File: config.mk
export PLATFORM = sky130hd
export DESIGN_NAME = icseq_ctrl
export DESIGN_NICKNAME = d
export VERILOG_FILES = /design/src/sv/icseq_pkg.sv /design/src/sv/icseq_ctrl.sv
export SDC_FILE = /design/constraint.sdc
export NUM_CORES = 2
export LEC_CHECK = 0
export ABC_AREA = 1
export BUFFER_PORTS_ARGS = -buffer_cell sky130_fd_sc_hd__buf_2
export CORE_MARGIN = 10
export CORE_UTILIZATION = 60
export CTS_BUF_LIST = sky130_fd_sc_hd__clkbuf_16
export CTS_CLUSTER_DIAMETER = 100
export DETAILED_ROUTE_END_ITERATION = 16
export GPL_TIMING_DRIVEN = 0
export PLACE_DENSITY = 0.77
export REMOVE_ABC_BUFFERS = 1
export SYNTH_ARGS = -nofsm -noshare
export SYNTH_HDL_FRONTEND = slang
export SYNTH_SLANG_ARGS = --single-unit
File: constraint.sdc
create_clock -name clock -period 16.9 [get_ports clock]
set_input_delay 3.38 -clock clock [delete_from_list [all_inputs] [get_ports clock]]
set_output_delay 3.38 -clock clock [all_outputs]
set_load 0.005 [all_outputs]
File: src/sv/icseq_pkg.sv
package icseq_pkg;

   localparam int unsigned CfgDataWidth = 16;
   localparam int unsigned CfgIndexWidth = 3;
   localparam int unsigned DutyWidth = 8;
   localparam int unsigned WeightWidth = 10;
   localparam int unsigned PosWidth = 32;

   // sequence state codes
   localparam logic [1:0] ST_IDLE = 2'd0;
   localparam logic [1:0] ST_SEND = 2'd1;
   localparam logic [1:0] ST_RECV = 2'd2;

   // command codes
   localparam logic [1:0] OP_NONE  = 2'd0;
   localparam logic [1:0] OP_START = 2'd1;
   localparam logic [1:0] OP_STOP  = 2'd2;
   localparam logic [1:0] OP_CAL   = 2'd3;

   // register indexes
   localparam logic [CfgIndexWidth-1:0] CSR_CONVEYOR_SPEED  = 3'd0;
   localparam logic [CfgIndexWidth-1:0] CSR_TEETH_SPEED     = 3'd1;
   localparam logic [CfgIndexWidth-1:0] CSR_INTAKE_SPEED    = 3'd2;
   localparam logic [CfgIndexWidth-1:0] CSR_SEND_TIME_MS    = 3'd3;
   localparam logic [CfgIndexWidth-1:0] CSR_TEETH_WEIGHT    = 3'd4;
   localparam logic [CfgIndexWidth-1:0] CSR_CONVEYOR_WEIGHT = 3'd5;

   localparam logic [DutyWidth-1:0]   RST_CONVEYOR_SPEED  = 8'd230;
   localparam logic [DutyWidth-1:0]   RST_TEETH_SPEED     = 8'd80;
   localparam logic [DutyWidth-1:0]   RST_INTAKE_SPEED    = 8'd230;
   localparam logic [15:0]            RST_SEND_TIME_MS    = 16'd2000;
   localparam logic [WeightWidth-1:0] RST_TEETH_WEIGHT    = 10'd567;
   localparam logic [WeightWidth-1:0] RST_CONVEYOR_WEIGHT = 10'd874;

   typedef struct packed {
      logic [DutyWidth-1:0]   conveyor_speed;
      logic [DutyWidth-1:0]   teeth_speed;
      logic [DutyWidth-1:0]   intake_speed;
      logic [15:0]            send_time_ms;
      logic [WeightWidth-1:0] teeth_weight;
      logic [WeightWidth-1:0] conveyor_weight;
   } cfg_type;

   // effective count step after saturation
   typedef struct packed {
      logic up;
      logic dn;
   } step_type;

   typedef struct packed {
      logic [DutyWidth-1:0] conveyor_drive;
      logic [DutyWidth-1:0] teeth_drive;
      logic [DutyWidth-1:0] intake_drive;
      logic [1:0]           sequence_state;
      logic                 complete_pulse;
   } seq_out_type;

endpackage

File: src/sv/icseq_ctrl.sv
module icseq_ctrl import icseq_pkg::*; #(
   parameter int unsigned COUNT_WIDTH = 32,
   parameter int unsigned TIMER_WIDTH = 16
) (
   input  logic                          clock,
   input  logic                          reset,
   input  logic                          adv,
   input  cfg_type                       cfg,
   input  logic [1:0]                    operation,
   input  logic                          ms_tick,
   input  logic                          beam_level,
   input  logic signed [COUNT_WIDTH-1:0] conv_count,
   input  step_type                      conv_step,
   input  logic signed [COUNT_WIDTH-1:0] teeth_count,
   input  step_type                      teeth_step,
   output logic                          cnt_clr,
   output seq_out_type                   res_in
);

   localparam int unsigned ProdWidth = COUNT_WIDTH + WeightWidth + 1;
   localparam int unsigned CmpWidth = (TIMER_WIDTH > 16) ? TIMER_WIDTH : 16;

   logic [1:0]             seq_ff;
   logic [1:0]             seq_in;
   logic [TIMER_WIDTH-1:0] elapsed_ff;
   logic [TIMER_WIDTH-1:0] elapsed_in;
   logic [DutyWidth-1:0]   conv_duty_ff;
   logic [DutyWidth-1:0]   conv_duty_in;
   logic [DutyWidth-1:0]   teeth_duty_ff;
   logic [DutyWidth-1:0]   teeth_duty_in;
   logic [DutyWidth-1:0]   intake_duty_ff;
   logic [DutyWidth-1:0]   intake_duty_in;
   logic                   beam_prev_ff;

   logic signed [WeightWidth:0]   tw_s;
   logic signed [WeightWidth:0]   cw_s;
   logic signed [ProdWidth-1:0]   t_prod;
   logic signed [ProdWidth-1:0]   c_prod;
   logic signed [ProdWidth-1:0]   t_pos;
   logic signed [ProdWidth-1:0]   c_pos;
   logic                          teeth_ahead;

   // products of the stored counts, corrected by this item's step
   assign tw_s   = $signed({1'b0, cfg.teeth_weight});
   assign cw_s   = $signed({1'b0, cfg.conveyor_weight});
   assign t_prod = ProdWidth'(teeth_count) * ProdWidth'(tw_s);
   assign c_prod = ProdWidth'(conv_count) * ProdWidth'(cw_s);

   always_comb begin
      t_pos = t_prod;
      c_pos = c_prod;
      if (teeth_step.up) begin
         t_pos = t_prod + ProdWidth'(tw_s);
      end else if (teeth_step.dn) begin
         t_pos = t_prod - ProdWidth'(tw_s);
      end
      if (conv_step.up) begin
         c_pos = c_prod + ProdWidth'(cw_s);
      end else if (conv_step.dn) begin
         c_pos = c_prod - ProdWidth'(cw_s);
      end
   end

   // after calibrate both counts are zero, so teeth is never ahead
   assign teeth_ahead = (operation != OP_CAL) && (t_pos > c_pos);

   always_comb begin
      logic [TIMER_WIDTH-1:0] el;
      logic [1:0]             st;
      logic                   clr;
      logic                   done;
      el   = elapsed_ff;
      st   = seq_ff;
      clr  = 1'b0;
      done = 1'b0;
      conv_duty_in   = conv_duty_ff;
      teeth_duty_in  = teeth_duty_ff;
      intake_duty_in = intake_duty_ff;

      if (ms_tick && (seq_ff == ST_SEND) && (elapsed_ff != {TIMER_WIDTH{1'b1}})) begin
         el = elapsed_ff + TIMER_WIDTH'(1);
      end

      case (operation)
         OP_START: begin
            intake_duty_in = cfg.intake_speed;
            el = '0;
            st = ST_SEND;
         end
         OP_STOP: begin
            conv_duty_in   = '0;
            teeth_duty_in  = '0;
            intake_duty_in = '0;
            st = ST_IDLE;
         end
         OP_CAL: begin
            intake_duty_in = '0;
            conv_duty_in   = cfg.conveyor_speed;
            teeth_duty_in  = cfg.teeth_speed;
            clr = 1'b1;
            st  = ST_RECV;
         end
         default: begin
         end
      endcase

      // only one of conveyor and teeth runs in receive, but the send timeout starts both
      if (st == ST_RECV) begin
         if (teeth_ahead) begin
            conv_duty_in  = cfg.conveyor_speed;
            teeth_duty_in = '0;
         end else begin
            conv_duty_in  = '0;
            teeth_duty_in = cfg.teeth_speed;
         end
      end

      if ((st == ST_SEND) && (CmpWidth'(el) > CmpWidth'(cfg.send_time_ms))) begin
         intake_duty_in = '0;
         conv_duty_in   = cfg.conveyor_speed;
         teeth_duty_in  = cfg.teeth_speed;
         clr = 1'b1;
         st  = ST_RECV;
      end

      if (!beam_level && beam_prev_ff && (st == ST_RECV)) begin
         conv_duty_in  = '0;
         teeth_duty_in = '0;
         st   = ST_IDLE;
         done = 1'b1;
      end

      elapsed_in = el;
      seq_in     = st;
      cnt_clr    = clr;
      res_in.conveyor_drive = conv_duty_in;
      res_in.teeth_drive    = teeth_duty_in;
      res_in.intake_drive   = intake_duty_in;
      res_in.sequence_state = st;
      res_in.complete_pulse = done;
   end

   always_ff @(posedge clock) begin
      if (reset) begin
         seq_ff         <= ST_IDLE;
         elapsed_ff     <= '0;
         conv_duty_ff   <= '0;
         teeth_duty_ff  <= '0;
         intake_duty_ff <= '0;
         beam_prev_ff   <= 1'b0;
      end else if (adv) begin
         seq_ff         <= seq_in;
         elapsed_ff     <= elapsed_in;
         conv_duty_ff   <= conv_duty_in;
         teeth_duty_ff  <= teeth_duty_in;
         intake_duty_ff <= intake_duty_in;
         beam_prev_ff   <= beam_level;
      end
   end

endmodule

# Word-level counts from Yosys, hierarchy flattened
# Cells that the tools add are included.
[op_classes]
n_addsub = 5
mul = 2
magnitude_cmp = 2
eq_ne = 9
muxes = 24
reduce_logical = 8
[op_table]
columns = ["op", "count"]
rows = [
  ["$mux W43", 4],
  ["$add A43 B11 Y43", 2],
  ["$mul A32 B11 Y43", 2],
  ["$sub A43 B11 Y43", 2],
  ["$mux W8", 9],
  ["$pmux W8 S2", 3],
  ["$gt A43 B43 Y1", 1],
  ["$mux W16", 2],
  ["$add A16 B1 Y16 const B", 1],
  ["$gt A16 B16 Y1", 1],
  ["$ne A16 B16 Y1 const B", 1],
  ["$eq A2 B2 Y1 const B", 4],
  ["$eq A2 B1 Y1 const B", 3],
  ["$logic_and A1 B1 Y1", 6],
  ["$pmux W2 S3", 1],
  ["$mux W2", 2],
  ["$mux W1", 3],
  ["$ne A2 B2 Y1 const B", 1],
  ["$reduce_or A2 Y1", 1],
  ["$logic_not A1 Y1", 1],
]
[word_totals]
register_bits = 43
in_bits = 135

# Logic depth before layout (Yosys ltp)
[depth]
depth_word = 11
ltp_mapped = 53
depth_no_buf = 51

# Worst setup path after synthesis
# OpenSTA, ideal clock, no wires.
[synth_timing]
kind = "input -> output"
startpoint = "input port cfg[12] (netlist name)"
endpoint = "output port res_in[18] (netlist name)"
t_arrival_ns = 10.741
required_ns = 13.520
path_slack_ns = 2.779
path_stages = 45
path_buffers = 3
cell_sequence = "clkbuf_1 clkbuf_1 nand2_1 fa_1 fa_1 inv_1 fa_1 fa_1 inv_1 fa_1 inv_1 ha_1 nand2_1 inv_1 nand2_1 nand2_1 xor2_1 ha_1 [... 9 more ...] nor2_1 nand2_1 nand2_1 xor2_1 inv_1 ha_1 a21oi_1 nor2_1 nor2_1 nand3_1 a21oi_1 nand3_1 a21oi_1 nand2_1 nand3_1 nand2_1 nand3_1 inv_1"
[synth_rtl]
columns = ["element", "line_no", "rtl"]
rows = [
  ["from (decl)", "icseq_ctrl.sv:8", "input cfg_type cfg,"],
  ["to (decl)", "icseq_ctrl.sv:17", "output seq_out_type res_in"],
]

==> run_results.csv <==
group,metric,value,unit
floorplanning,die_w,262,microns
floorplanning,start_util,0.608,
synth,synth_compound_area_frac,0.0679,
worst_setup_path,reg2reg_depth,22,
hold_path,hold_start,"beam_prev_ff",
layout,regArea,861,sq um
sta,fmax,62.5,MHz
detailed_routing,initialDrtViolationCount,2136,
hold_path,holdPathStages,2,
synth,synth_area_per_cell,6.40,sq um
synth,synth_fa_ha_area_frac,0.414,
layout,fill_cells,5619,
detailed_routing,drt_pass1_iterations,6,
worst_setup_path,worstSetupEndpointType,"output port",
synth,yosysTopAreaCellShare,0.313,
worst_setup_path,rr_startpoint,"elapsed_ff[0]",
synth,synth_cell_types,55,
worst_setup_path,cp_common_cell,"nand2_1",
sta,fin_skew,6.60,ps
synth,synthSimpleGateAreaFrac,0.295,
run,max_cap_violations,0,
cts,cts_buffers,5,
grt,antenna_found_initial,6,
cts,postCtsResizedCells,0,
layout,multi_input_area,28100,sq um
cts,post_cts_buffers,0,
hold_path,hold_path_class,"reg -> reg",
worst_setup_path,cp_slowest_cell,"buf_2",
grt,grt_overflow,0,
sta,hold_viol_final,0,
sta,rsz0062_at_grt,"false",
grt,grt_pass1_vias,33500,
detailed_routing,routed_wirelength,91.3,mm
synth,synth-xor-area-share,0.0229,
sta,min_period,15990,ps
grt,grt_use_total,0.272,
sta,finalSetupTns,0,ps
worst_setup_path,critical_path_class,"in -> out",
sta,min_period_over_period,0.946,
detailed_routing,wire_per_inst,14.6,microns
cts,root_buffer,"clkbuf_16",
worst_setup_path,rr_endpoint,"conv_duty_ff[5]",
synth,synth_edf_count,0,
worst_setup_path,cpPeakStageDelay,580,ps
synth,synth_area_leaders,"fa_1, nand2_1, inv_1, ha_1, nand3_1",
detailed_routing,ant_nets,0,
cts,htreeDepth,2,
grt,grt_pass1_wl,157,mm
cts,ctsHoldBuffers,0,
worst_setup_path,r2r_setup_slack,11710,ps
synth,synth_seq_cells,43,
sta,drv_slew,0,
sta,setup_viol,0,
placed_design,port_buffers,162,
layout,area_growth,3.43,%
synth,synthMuxAreaShare,0,
placed_design,globalplace.congestion,0.990,
layout,nets,6440,
synth,synth_seq_area_share,0.0245,
synth,ys_async_sr_fraction,0,
cts,clkSlewWorstSetupHoldPaths,60,ps
floorplanning,dieArea,68700,sq um
cts,clock_sinks,43,
synth,ys_warn_count,0,
floorplanning,dieHeight,262,microns
cts,cts_tree,"done",
worst_setup_path,crit_required,13520,ps
cts,insertion_delay,280,ps
synth,synth_cells,5495,
worst_setup_path,crit_arrival,12610,ps
synth,synth_top_family_by_area,"adder cells",
floorplanning,core-area,57800,sq um
hold_path,whs_endpoint,"beam_prev_ff",
synth,synth_top_cell_by_area,"fa_1",
layout,layout-drive-gt1-share,0.0599,
floorplanning,pin_count,163,
worst_setup_path,start_kind,"input pin",
outcome,status,"finished, final reports clean",
placed_design,dp_hpwl,78.5,mm
grt,grt_max_degree,73,
cts,clockBufferDepth,2,
synth,synth_area,35100,sq um
worst_setup_path,crit_fanout,34,
floorplanning,rows,88,
detailed_routing,vias_per_cell,5.27,
detailed_routing,drc,0,
sta,tightest_slew,1100,ps
detailed_routing,via_count,32900,
sta,slew_headroom,0.267,
synth,ys.flop_type,"dfxtp_1",
-- metal layers --
metal  vias to the layer above  share of wire  track usage
met5                         -       0.000077            0
met4                         2          0.023       0.0683
met2                       968           0.49        0.484
met1                     15600           0.43        0.357
met3                       163          0.051       0.0156
li1                      16200              -            -
-- placed cells by master (no fill, tap or decap), types with 4 or more instances in the layout --
cell type and n:
nand3_1 234, a21o_1 6, o21ai_1 15, diode_2 5, xnor2_1 13, o21ai_0 104, nor2_4 12, o21bai_1 12
nand2_1 1642, inv_1 1425, clkbuf_16 5, a22o_1 8, o211ai_1 6, a31oi_1 8, o22ai_1 9, nor2_2 34
a211oi_1 25, nor2_1 309, nor3_2 5, nand4_1 77, fa_1 550, o31ai_1 5, xor2_1 77, nor3_1 43
nand3b_1 18, inv_2 21, a21boi_0 4, nand3_2 12, o221ai_1 10, and2_1 4, dfxtp_1 43, ha_1 282
buf_2 162, clkinv_1 8, nand2_2 44, a21oi_1 197, or2_2 17
-- worst max-delay path by stage --
stage | start | end | slack (ps) | depth (start not counted)
6_report | cfg[12] | res_in[16] | 910 | 44
5_1_grt | cfg[2] | res_in[17] | 80 | 49
4_1_cts | cfg[2] | res_in[16] | 990 | 49
2_1_floorplan | teeth_count[5] | res_in[11] | 3360 | 42
3_3_place_gp | cfg[2] | res_in[14] | 1050 | 49
3_5_place_dp | cfg[2] | res_in[16] | 990 | 49
-- cell usage after synthesis (all sizes together), types with 49 or more instances --
cell type and n:
nor2 355, inv 1446, clkbuf 140, o21ai 122
nor3 49, nand3 246, buf 52, nand2 1689
a21oi 197, xor2 77, fa 550, ha 282
nand4 77
-- layout make-up --
type	instances	area share
antenna	5	0.000344
timing repair buffer	163	0.0227
multi-input combinational	3808	0.773
inverter	1452	0.150
sequential	43	0.0237
clock inverter	3	0.000310
clock buffer	5	0.00344
tap	765	0.0263
-- worst max-delay path, delay by kind of cell --
kind            cells  cell delay, ps
compound gates      3             900
xor+xnor            2             600
fa+ha+maj           8            3420
buf+inv             8            1100
simple gates       23            3150
-- metrics by stage --
step,hold WS (ps),util,setup slack [ps],instance area [sq um],std cells
2_1_floorplan,436,-,3360,34400,5303
3_3_place_gp,447,0.626,1050,36200,6230
3_5_place_dp,468,0.626,987,36200,6231
4_1_cts,476,0.629,990,36300,6239
5_1_grt,510,0.629,83.6,36400,6244
6_report,476,0.629,908,36400,6244
-- cells by family after synthesis --
| kind of cell | Yosys count |
|---|---|
| simple gates | 2465 |
| xor+xnor | 91 |
| fa+ha+maj | 832 |
| flops | 43 |
| buf+inv | 1644 |
| compound gates | 420 |
-- registers in the layout, indices dropped and copies added (netlist names) --
register and flops:
seq_ff 2, beam_prev_ff 1, intake_duty_ff 8, conv_duty_ff 8, teeth_duty_ff 8, elapsed_ff 16
Power is not shown: default switching activity piles up to over one toggle a cycle in this logic, so the estimate is an artifact.
