[src/sv/icseq_pkg.sv]
package icseq_pkg;

   localparam int unsigned CfgDataWidth = 16;
   localparam int unsigned CfgIndexWidth = 3;
   localparam int unsigned DutyWidth = 8;
   localparam int unsigned WeightWidth = 10;
   localparam int unsigned PosWidth = 32;

   // sequence state codes
   localparam logic [1:0] ST_IDLE = 2'd0;
   localparam logic [1:0] ST_SEND = 2'd1;
   localparam logic [1:0] ST_RECV = 2'd2;

   // command codes
   localparam logic [1:0] OP_NONE  = 2'd0;
   localparam logic [1:0] OP_START = 2'd1;
   localparam logic [1:0] OP_STOP  = 2'd2;
   localparam logic [1:0] OP_CAL   = 2'd3;

   // register indexes
   localparam logic [CfgIndexWidth-1:0] CSR_CONVEYOR_SPEED  = 3'd0;
   localparam logic [CfgIndexWidth-1:0] CSR_TEETH_SPEED     = 3'd1;
   localparam logic [CfgIndexWidth-1:0] CSR_INTAKE_SPEED    = 3'd2;
   localparam logic [CfgIndexWidth-1:0] CSR_SEND_TIME_MS    = 3'd3;
   localparam logic [CfgIndexWidth-1:0] CSR_TEETH_WEIGHT    = 3'd4;
   localparam logic [CfgIndexWidth-1:0] CSR_CONVEYOR_WEIGHT = 3'd5;

   localparam logic [DutyWidth-1:0]   RST_CONVEYOR_SPEED  = 8'd230;
   localparam logic [DutyWidth-1:0]   RST_TEETH_SPEED     = 8'd80;
   localparam logic [DutyWidth-1:0]   RST_INTAKE_SPEED    = 8'd230;
   localparam logic [15:0]            RST_SEND_TIME_MS    = 16'd2000;
   localparam logic [WeightWidth-1:0] RST_TEETH_WEIGHT    = 10'd567;
   localparam logic [WeightWidth-1:0] RST_CONVEYOR_WEIGHT = 10'd874;

   typedef struct packed {
      logic [DutyWidth-1:0]   conveyor_speed;
      logic [DutyWidth-1:0]   teeth_speed;
      logic [DutyWidth-1:0]   intake_speed;
      logic [15:0]            send_time_ms;
      logic [WeightWidth-1:0] teeth_weight;
      logic [WeightWidth-1:0] conveyor_weight;
   } cfg_type;

   // effective count step after saturation
   typedef struct packed {
      logic up;
      logic dn;
   } step_type;

   typedef struct packed {
      logic [DutyWidth-1:0] conveyor_drive;
      logic [DutyWidth-1:0] teeth_drive;
      logic [DutyWidth-1:0] intake_drive;
      logic [1:0]           sequence_state;
      logic                 complete_pulse;
   } seq_out_type;

endpackage

[src/sv/icseq_enc.sv]
module icseq_enc import icseq_pkg::*; #(
   parameter int unsigned COUNT_WIDTH = 32
) (
   input  logic                          clock,
   input  logic                          reset,
   input  logic                          adv,
   input  logic                          clr,
   input  logic                          pin_a,
   input  logic                          pin_b,
   output logic signed [COUNT_WIDTH-1:0] count_ff,
   output logic signed [COUNT_WIDTH-1:0] count_in,
   output step_type                      step
);

   localparam logic signed [COUNT_WIDTH-1:0] CntMax = {1'b0, {(COUNT_WIDTH-1){1'b1}}};
   localparam logic signed [COUNT_WIDTH-1:0] CntMin = {1'b1, {(COUNT_WIDTH-1){1'b0}}};

   logic a_prev_ff;
   logic b_prev_ff;
   logic chg_a;
   logic chg_b;
   logic raw_up;
   logic raw_dn;

   assign chg_a = a_prev_ff != pin_a;
   assign chg_b = b_prev_ff != pin_b;

   // x4 decode; both pins moving at once is an invalid step
   assign raw_up = (chg_a && !chg_b && (pin_a == pin_b)) ||
                   (chg_b && !chg_a && (pin_a != pin_b));
   assign raw_dn = (chg_a && !chg_b && (pin_a != pin_b)) ||
                   (chg_b && !chg_a && (pin_a == pin_b));

   assign step.up = raw_up && (count_ff != CntMax);
   assign step.dn = raw_dn && (count_ff != CntMin);

   always_comb begin
      if (clr) begin
         count_in = '0;
      end else if (step.up) begin
         count_in = count_ff + COUNT_WIDTH'(1);
      end else if (step.dn) begin
         count_in = count_ff - COUNT_WIDTH'(1);
      end else begin
         count_in = count_ff;
      end
   end

   always_ff @(posedge clock) begin
      if (reset) begin
         count_ff  <= '0;
         a_prev_ff <= 1'b0;
         b_prev_ff <= 1'b0;
      end else if (adv) begin
         count_ff  <= count_in;
         a_prev_ff <= pin_a;
         b_prev_ff <= pin_b;
      end
   end

endmodule

[config.mk]
export PLATFORM = sky130hd
export DESIGN_NAME = icseq_enc
export DESIGN_NICKNAME = d
export VERILOG_FILES = /design/src/sv/icseq_pkg.sv /design/src/sv/icseq_enc.sv
export SDC_FILE = /design/constraint.sdc
export NUM_CORES = 1
export LEC_CHECK = 0
export BUFFER_PORTS_ARGS = -buffer_cell sky130_fd_sc_hd__buf_4
export CAP_MARGIN = 20
export CORE_UTILIZATION = 55
export DETAILED_ROUTE_END_ITERATION = 7
export GPL_ROUTABILITY_DRIVEN = 0
export PLACE_DENSITY_LB_ADDON = 0.05
export SYNTH_ARGS = -nofsm -noshare
export SYNTH_HDL_FRONTEND = slang
export SYNTH_SLANG_ARGS = --single-unit
[constraint.sdc]
create_clock -name clock -period 2.95 [get_ports clock]
set_clock_uncertainty 0.1 [all_clocks]
set_input_delay 0.295 -clock clock [delete_from_list [all_inputs] [get_ports clock]]
set_output_delay 0.295 -clock clock [all_outputs]
set_load 0.005 [all_outputs]
# Word-level counts from Yosys, hierarchy flattened
# Index checks and enable logic that the tools add are counted.
[op_classes]
n_addsub = 2
n_eq_ne = 6
muxes = 3
reduce_logical = 12
[ops]
columns = ["operator", "n"]
rows = [
  ["two-way mux 32 bit", 3],
  ["!= test 32 bit (second input constant)", 2],
  ["adder 32 x 2 -> 32 bit (second input constant)", 1],
  ["subtractor 32 x 2 -> 32 bit (second input constant)", 1],
  ["logical AND 1 bit", 8],
  ["!= test 1 bit", 3],
  ["logical NOT 1 bit", 2],
  ["logical OR 1 bit", 2],
  ["equality test 1 bit", 1],
]
[word_totals]
reg_bits = 34
inputBits = 6
output_inout_bits = 66
word_cells = 26

# Logic depth before layout (Yosys ltp)
# Gate-level depths: netlist (run 1).
[depth]
word_depth = 9
depth_mapped = 11
mapped_depth_nobuf = 10

# Worst setup path after synthesis (run 1)
# Ideal clock, no wire load.
[synth_path]
path_type = "flip-flop to output port"
from = "reg count_ff[0]"
to = "out count_in[1]"
arrival_ns = 2.281
t_required_ns = 2.555
slack_ns = 0.274
path_stages_with_launch = 12
n_path_buf = 1
path_cell_list = "dfxtp_1 > inv_1 > ha_1 > or4bb_1 > nor4_4 > nand3_4 > nand3_2 > inv_2 > buf_6 > and2_1 > a221oi_1 > nor2_1"
[synth_lines]
columns = ["item", "line", "rtl"]
rows = [
  ["start, declared", "icseq_enc.sv:10", "output logic signed [COUNT_WIDTH-1:0] count_ff,"],
  ["start signal, assigned", "icseq_enc.sv:55", "count_ff <= count_in;"],
  ["end, declared", "icseq_enc.sv:11", "output logic signed [COUNT_WIDTH-1:0] count_in,"],
]

# Worst setup path after layout (run 1)
[layout_path]
from = "reg count_ff[22]"
to = "out count_in[7]"
[layout_between]
elab_chain_len = 5
word_cells_on_any_way = 7
cone_classes = "eq/ne (2); mux (3); reduce/logical (2)"
[layout_lines]
columns = ["item", "line", "rtl"]
rows = [
  ["!= test 32 bit", "icseq_enc.sv:35", "assign step.dn = raw_dn && (count_ff != CntMin);"],
  ["logical AND 1 bit", "icseq_enc.sv:35", ""],
  ["two-way mux 32 bit", "icseq_enc.sv:42", "end else if (step.dn) begin"],
  ["two-way mux 32 bit *", "icseq_enc.sv:40", "end else if (step.up) begin"],
  ["two-way mux 32 bit *", "icseq_enc.sv:38", "if (clr) begin"],
]
# Mark *: on every way between the ends. The rest lies on a longest branch, timed or not.

==> results of run 1 <==
-- worst paths after layout --
kind	endpoint	slack, ps
worst min register to register	count_ff[20]	450
worst max-delay path	count_in[7]	-290
worst min-delay path	b_prev_ff	200
worst max register to register	count_ff[14]	-40
-- logic make-up (layout without fill, tap and decap cells) --
kind of cell | after synthesis | in the layout | synth area share, %
simple gates | 250 | 250 | 41.88
compound gates | 82 | 82 | 20.26
buf+inv | 53 | 176 | 6.509
flops | 34 | 34 | 21.08
xor+xnor | 29 | 29 | 7.865
mux | 4 | 4 | 1.240
fa+ha+maj | 3 | 3 | 1.162
-- registers in the layout (all words and copies together), names as in the netlist --
| signal | count |
|---|---|
| b_prev_ff | 1 |
| count_ff | 32 |
| a_prev_ff | 1 |
-- power groups by stage --
stage	sequential, mW	combinational, mW	clock (mW)
6_report	0.559	1.50	0.355
3_5_place_dp	0.553	0.994	0
3_3_place_gp	0.549	0.976	0
2_1_floorplan	0.545	0.622	0
5_1_grt	0.559	1.55	0.371
4_1_cts	0.544	1.25	0.345
-- synth_stat cells (9+ instances only) --
master | instances | area share (%)
a21oi_1 | 12 | 1.9
a31oi_1 | 9 | 1.7
and3_1 | 10 | 1.9
clkbuf_1 | 32 | 3.7
dfxtp_1 | 34 | 21
inv_1 | 16 | 1.9
nand2_1 | 33 | 3.8
nand3_1 | 38 | 5.9
nand4_1 | 16 | 3.1
nor2_1 | 67 | 7.8
nor3_1 | 18 | 2.8
nor4_1 | 10 | 1.9
or3_1 | 19 | 3.7
xnor2_1 | 17 | 4.6
xor2_1 | 12 | 3.3
-- what timing repair did --
action / in CTS / in global routing
endpoints found under the setup margin: 32 / 32
hold buffers: 0 / 0
resized for setup: 69 / 39
setup buffers: 20 / 17
pin swaps: 25 / 22
-- final cells by class --
class,count,share of cell area [%]
clock buffers,7,1.523
inverters,17,1.523
repair buffers,152,23.40
well taps,72,1.798
flip-flops and latches,34,14.03
multi-input cells,368,57.73
-- critical path, stage by stage (launching register included) --
cell and delay, ps:
dfxtp_1 480, nand3_1 370, nor4_1 350, buf_4 210
nand4_1 230, nand3_1 290, nand3_1 130, a21oi_1 300
buf_4 180
-- per-stage QoR --
step	util [%]	instance area [um^2]
CTS	83.39	4648
global placement	72.68	4051
global route	89.90	5011
floorplan	-	3229
detailed placement	72.68	4051
finish	89.90	5011
-- routing by layer --
layer / share of wire (%) / routed length, um
met1: 33 / 5464
met2: 42 / 6997
met4: 9.9 / 1646
met5: 0 / 0
met3: 15 / 2471
==> key figures, run 1 <==
Layout
  – Final-layout fill cell count: roughly 250
  – Nets: about 590
  – Share of post-route cells with drive strength above 1: approximately two fifths
  – Area delta synth->final: 55.17%
  – Finished Layout Cells: 650
  – Commonest cells after routing, fill and taps aside: 147 x buf_4, 65 x nor2_1, 33 x nand2_1, 33 x nand3_1, 24 x dfxtp_1
  – Ant diodes: 0
  – Reg area: between 700 and 800 um^2
  – Commonest non-fill, non-tap cell in the layout: buf_4
  – Multi-input gate area: 2893 um^2

Setup path
  – Crit path launch type: flip-flop
  – Critical path peak fanout: 5
  – FF-to-FF path depth: 8
  – CP required: 2560 ps
  – Setup CP Type: flip-flop to primary output
  – WP data arrival: approximately 2800 ps
  – CP Capture Type: primary output
  – Critical Path Start: count_ff[22]
  – RR Startpoint: a_prev_ff

Global route
  – Total track usage: between 40 and 50%
  – Grt ovf: 0
  – M3 GR Usage: 10.93%
  – First-pass GRT wire length: about 20,000 um
  – Met2 global-route usage: around two thirds
  – M1 GR Usage: approximately half
  – Largest net degree at the start of global routing: 42
  – Antenna violations before repair: 0
  – Vias in the first global route: 4,211
  – Busiest grt layer: met2

Clocking
  – Max H-tree Level: 2
  – CTS tree: built
  – Reg clk slew, reported paths: ~70 ps
  – Max Buffers Root-to-Sink: 2
  – Clock Sinks: 34
  – CTS buffer count: 5
  – Clock Tree Root: clkbuf_8
  – Clk_lat worst skew: about 310 ps

STA
  – Worst hold margin: ~200 ps
  – Fin. max-slew vios: 0
  – Slew margin rel.: 58.63%
  – Tightest Pin Transition: 614.9 ps
  – Unrepaired setup endpoints after global routing: true
  – Fmax: a little over 300 MHz
  – Worst setup margin: -285.8 ps
  – Tmin final: 3236 ps
  – Final setup TNS: -4306 ps
  – Final hold vios: 0
  – Final Cycle Share: 109.7%
  – Setup violators final: 32

Synthesis
  – Warnings, synthesis: 0
  – Synthesized cell area: roughly 3200 um^2
  – Synth async-reset ratio: 0%
  – Syn Inst Count: about 460
  – Syn nets: 464
  – EDFF count, synth: 0
  – Register area share after synthesis: 21.08%
  – Count of cell types in the netlist: 63
  – Prevailing post-synth register cell: dfxtp_1
  – Mean Syn Cell Area: roughly 7 um^2
  – Number of synthesized register bits: 34

Outcome
  – Status: finished, violations left
  – Violated checks: design-rule violations, negative setup slack

Pwr
  – Cell area power density: slightly below 500 nW/um^2
  – Leakage: 2.017 nW
  – Switching portion of total power: between 40% and 50%
  – Cell Int Power: 1.340 mW
  – Clock power share: approximately 15%
  – Psw: roughly 1.1 mW
  – Design Power: approximately 2.4 mW
  – Sequential Power Share: between 20% and 30%
  – Peak VDD IR: roughly 0.39 mV
  – Comb pwr share: 62.1%

Floorplan
  – Num rows: 27
  – Die height: ~80 um
  – Core outline area: ~5600 um^2
  – Die area: between 6000 and 7000 um^2
  – IO Pins: 72
  – Initial Util: 57.93%
  – Die width: around 79 um

Hold path
  – Worst hold start: pin_b
  – Hold path depth: 3
  – Hold Path Class: primary input to flip-flop

Flow run
  – Max-cap violation count: 0

Drt
  – Vias per cell: 7.566
  – DRT iter0 DRCs: roughly 1,100
  – Post-DR wirelength/cell: ~26 um
  – DRT antenna net count: 0
  – DRT Wirelength: about 17,000 um
  – Drt first pass iters: 8
  – DRC viols: 75
  – DR vias: approximately 4,900

Placement
  – Placed cells: around 600
  – Setup WS pre-CTS: -15.04 ps
  – DP HPWL: about 7600 um
  – Port bufs: slightly above 70
No activity file was read; power rests on OpenSTA's default activity.
==> run 2: changes to the inputs <==
clock period = 3.29 ns   (was 2.95 ns; I/O delays follow)
==> key figures, run 2 (synthesis results as in run 1) <==
Placement
  – Placed cells: around 600
  – Port bufs: 71
  – Placed instance area: roughly 3900 um^2
  – Setup WS pre-CTS: approximately 210 ps
  – DP HPWL: roughly 7400 um

Layout
  – Largest registers: count_ff x32, a_prev_ff x1, b_prev_ff x1
  – Max reg flops: 32
  – Final-layout fill cell count: 431
  – Final core utilization: about 77%
  – Nets: between 500 and 600
  – Multi-input gate area: 2446 um^2
  – Most flops, register: count_ff
  – Commonest non-fill, non-tap cell in the layout: buf_4
  – Area delta synth->final: 32.47%
  – Share of post-route cells with drive strength above 1: 30.00%
  – Design Area, Final: 4278 um^2
  – Commonest cells after routing, fill and taps aside: 110 x buf_4, 67 x nor2_1, 38 x nand3_1, 33 x nand2_1, 27 x dfxtp_1
  – Reg area: 694.4 um^2
  – Finished Layout Cells: between 600 and 700
  – Ant diodes: 0

Global route
  – Antenna violations before repair: 0
  – Largest net degree at the start of global routing: 42
  – Total track usage: between 30% and 40%
  – Vias in the first global route: about 3,500
  – Grt ovf: 0
  – First-pass GRT wire length: ~17,000 um

STA
  – Final hold vios: 0
  – Worst hold margin: slightly above 200 ps
  – Setup violators final: 0
  – Tightest Pin Transition: ~660 ps
  – Tmin final: between 3000 and 4000 ps
  – Final Cycle Share: ~100%
  – Fmax: between 300 and 400 MHz
  – Fin. max-slew vios: 0
  – Slew margin rel.: a little under three fifths
  – Unrepaired setup endpoints after global routing: true
  – Final setup TNS: 0 ps
  – Worst setup margin: between 90 and 100 ps

Drt
  – DR vias: around 4,000
  – Vias per cell: 6.583
  – DRC viols: 0
  – DRT antenna net count: 0
  – Post-DR wirelength/cell: approximately 18 um
  – Drt first pass iters: 6
  – DRT iter0 DRCs: 572
  – DRT Wirelength: about 11,000 um

Pwr
  – Cell Int Power: between 1 and 1.5 mW
  – Leakage: ~1.7 nW
  – Peak VDD IR: between 0.3 and 0.4 mV
  – Sequential Power Share: about 28%
  – Comb pwr share: between 50% and 60%
  – Psw: 0.7393 mW
  – Design Power: between 1.5 and 2 mW
  – Clock power share: between 10% and 20%
  – Cell area power density: roughly 420 nW/um^2
  – Switching portion of total power: 41.32%

Floorplan
  – Num rows: 27
  – Die area: 6182 um^2
  – Die height: between 70 and 80 um
  – Initial Util: between 50% and 60%
  – Die width: between 70 and 80 um
  – IO Pins: 72
  – Core outline area: about 5600 um^2

Setup path
  – Max incr delay on CP: between 600 and 700 ps
  – Worst path cell trace: or4_4 > and4bb_2 > nand3_4 > nand3_4 > clkinv_8 > a31oi_4 > xor2_1 > nor2_1 > buf_4
  – Most common cell on crit path: nand3_4
  – Setup CP Type: flip-flop to primary output
  – CP Capture Type: primary output
  – CP required: ~2900 ps
  – WP data arrival: around 2800 ps
  – Crit path max-delay cell type: or4_4
  – Crit path launch type: flip-flop
  – Critical path peak fanout: 8

Clocking
  – Max Buffers Root-to-Sink: 2
  – CTS tree: built
  – Clock Tree Root: clkbuf_8
  – CTS buffer count: 5
  – Reg clk slew, reported paths: about 80 ps
  – Max H-tree Level: 2
  – Clock Sinks: 34
  – Hold Buf Count CTS: 0
  – Clk_lat worst skew: just under 300 ps

Outcome
  – Status: finished, final reports clean

Hold path
  – Hold Path Class: primary input to flip-flop

Flow run
  – Max-cap violation count: 0
[run 2: cell count changes in the layout (fill, tap and decap cells not counted), moves of 4 or more]
cell,previous run,this run
buf_4,147,110
o32ai_4,6,0
a32oi_4,7,2
nand3_1,33,38
o32ai_1,0,5
nand3_2,4,0
[run 2: final timing paths]
path / to / slack [ps] / cells after the start / from
worst max-delay path: count_in[8] / 90 / 9 / count_ff[17]
worst min register to register: count_ff[16] / 440 / 2 / count_ff[16]
worst min-delay path: a_prev_ff / 200 / 3 / pin_a
worst max register to register: count_ff[12] / 590 / 9 / count_ff[17]
[run 2: final cells by class]
class,count,area share (%)
Clock buffer,7,2.018
Clock inverter,1,0.1170
Multi-Input combinational cell,368,57.18
Timing Repair inverter,1,0.2047
Timing Repair Buffer,112,20.24
Inverter,17,1.901
Sequential cell,34,16.23
Tap cell,72,2.106
[run 2: what timing repair did]
action,4_1_cts,5_1_grt
buffers inserted,2,11
gates resized for setup,14,20
cloned,0,1
setup endpoints to repair,13,32
pin swaps,3,6
[run 2: critical path: cells and delay by family, from the launching register on]
kind / cells / cell delay, ps
and+or+nand+nor: 5 / 1420
xor gates and xnor gates: 1 / 190
DFF: 1 / 400
AOI/OAI and AO/OA: 1 / 210
buffers and inverters: 2 / 250
[run 2: per-layer routing]
layer  share of wire, %  up-vias  global-route usage (%)
met5                  0        -                       0
met4                4.1        0                   15.74
met3                 10       61                   6.047
met2                 45      276                   55.04
met1                 40     1843                   46.07
li1                   -     1849                       -
[run 2: power groups by stage]
stage	Sequential [mW]	Combinational (mW)	Clock, mW
detailed placement	0.510	0.823	0
finish	0.507	0.943	0.339
floorplan	0.488	0.558	0
CTS	0.504	0.857	0.341
global route	0.513	1.02	0.360
global placement	0.505	0.811	0
==> run 3: changes to the inputs <==
CORE_UTILIZATION = 50   (was 55)
TNS_END_PERCENT = 100   (was unset)
clock period = 2.8 ns   (was 3.29 ns; I/O delays follow)
==> key figures, run 3 (synthesis results as in run 1) <==
Clocking
  – Max Buffers Root-to-Sink: 2
  – CTS buffer count: 5
  – CTS tree: built
  – Max H-tree Level: 2
  – Reg clk slew, reported paths: approximately 80 ps
  – Clk_lat worst skew: about 310 ps
  – Clock Sinks: 34
  – Hold Buf Count CTS: 0
  – Clock Tree Root: clkbuf_8

Drt
  – Vias per cell: just over 7
  – DR vias: 4,839
  – Drt first pass iters: 8
  – DRT antenna net count: 0
  – DRC viols: 0
  – Post-DR wirelength/cell: 23.32 um
  – DRT Wirelength: 15,840 um
  – DRT iter0 DRCs: a little under 900

Outcome
  – Status: finished, violations left
  – Violated checks: negative setup slack

Floorplan
  – Core outline area: roughly 6100 um^2
  – IO Pins: a little over 70
  – Initial Util: 53.28%
  – Die area: between 6000 and 7000 um^2
  – Num rows: 28
  – Die height: 82.37 um
  – Die width: 82.37 um

Setup path
  – Critical path peak fanout: 4
  – CP required: around 2400 ps
  – WP data arrival: around 2700 ps
  – CP Capture Type: primary output
  – Setup CP Type: flip-flop to primary output
  – Crit path launch type: flip-flop

Layout
  – Final core utilization: 87.18%
  – Design Area, Final: approximately 5300 um^2
  – Max reg flops: 32
  – Largest registers: count_ff x32, a_prev_ff x1, b_prev_ff x1
  – Commonest non-fill, non-tap cell in the layout: buf_4
  – Ant diodes: 0
  – Commonest cells after routing, fill and taps aside: 174 x buf_4, 67 x nor2_1, 33 x nand2_1, 31 x nand3_1, 24 x dfxtp_1
  – Area delta synth->final: 63.62%
  – Nets: between 600 and 700
  – Share of post-route cells with drive strength above 1: approximately 45%
  – Most flops, register: count_ff
  – Finished Layout Cells: just under 700

Global route
  – Antenna violations before repair: 0
  – First-pass GRT wire length: 18,770 um
  – Largest net degree at the start of global routing: 25
  – Total track usage: a little over a third
  – Vias in the first global route: about 3,700
  – Grt ovf: 0

STA
  – Slew margin rel.: between 30% and 40%
  – Unrepaired setup endpoints after global routing: true
  – Fmax: 323.3 MHz
  – Final hold vios: 0
  – Tightest Pin Transition: approximately 960 ps
  – Worst setup margin: -292.7 ps
  – Fin. max-slew vios: 0
  – Setup violators final: 32
  – Tmin final: approximately 3100 ps
  – Final Cycle Share: 110.5%

Pwr
  – Cell area power density: ~500 nW/um^2
  – Design Power: 2.637 mW
  – Leakage: 2.134 nW
  – Peak VDD IR: 0.3448 mV

Hold path
  – Hold Path Class: primary input to flip-flop

Flow run
  – Max-cap violation count: 0

Placement
  – Port bufs: ~70
  – Setup WS pre-CTS: 36.00 ps
  – DP HPWL: 8231 um
  – Placed cells: 635
  – Placed instance area: around 4200 um^2
## run 3: cell types whose count changed in the layout (fill, tap and decap cells not counted), moves of 4 or more
cell / previous run / this run
nand3_1: 38 / 31
o32ai_1: 5 / 0
o32ai_4: 0 / 7
nor3_1: 18 / 12
dfxtp_2: 5 / 10
nor4_1: 9 / 3
buf_4: 110 / 174
nand3_2: 0 / 4
nor3_2: 0 / 6
## run 3: final timing paths
check | end | startpoint | slack, ps | cells after the start
worst max-delay path | count_in[24] | count_ff[18] | -290 | 9
worst min-delay path | b_prev_ff | pin_b | 150 | 3
worst max register to register | count_ff[24] | count_ff[18] | 60 | 9
worst min register to register | count_ff[16] | count_ff[16] | 420 | 2
## run 3: metrics by stage
step,hold WS (ps),setup TNS (ps)
final,150.4,-4969
after global placement,399.4,0
after floorplan,327.3,0
after detailed placement,413.7,0
after global routing,167.6,-5993
after CTS,152.0,-3574
## run 3: final cells by class
| cell class | instances | area [um^2] |
|---|---|---|
| multi-input cells | 368 | 2985 |
| repair buffers | 178 | 1364 |
| clock buffers | 7 | 76.32 |
| inverters | 17 | 71.32 |
| flip-flops and latches | 34 | 693.2 |
| well taps | 75 | 93.84 |
| fillers | 297 | 777.0 |
## run 3: routing by layer
layer  track usage, %  vias to the layer above  part of all wire (%)
li1                 -                     1974                     -
met1            48.45                     2184                    35
met2            57.77                      504                    44
met3            4.945                      177                    14
met4            18.60                        0                   7.8
met5                0                        -                     0
## run 3: repair_timing
| action | 4_1_cts | 5_1_grt |
|---|---|---|
| endpoints found under the setup margin | 32 | 32 |
| setup buffers | 8 | 30 |
| gates resized for setup | 54 | 60 |
| endpoints found under the hold margin | 0 | 0 |
| pin swaps | 19 | 46 |
## run 3: worst max-delay path: stages, from the launching register on
cell     delay, ps
dfxtp_2        360
or4_4          540
buf_4          180
nor4_4         200
buf_4          190
nor4b_2        290
o22ai_2        150
xnor2_1        260
nor2_1          90
buf_4          140
## run 3: power by group
group          internal [mW]  switching [mW]  total (mW)  leakage, nW
Sequential             0.524          0.0403       0.564        0.280
Combinational          0.796           0.896        1.69         1.82
Clock                  0.172           0.208       0.380       0.0383
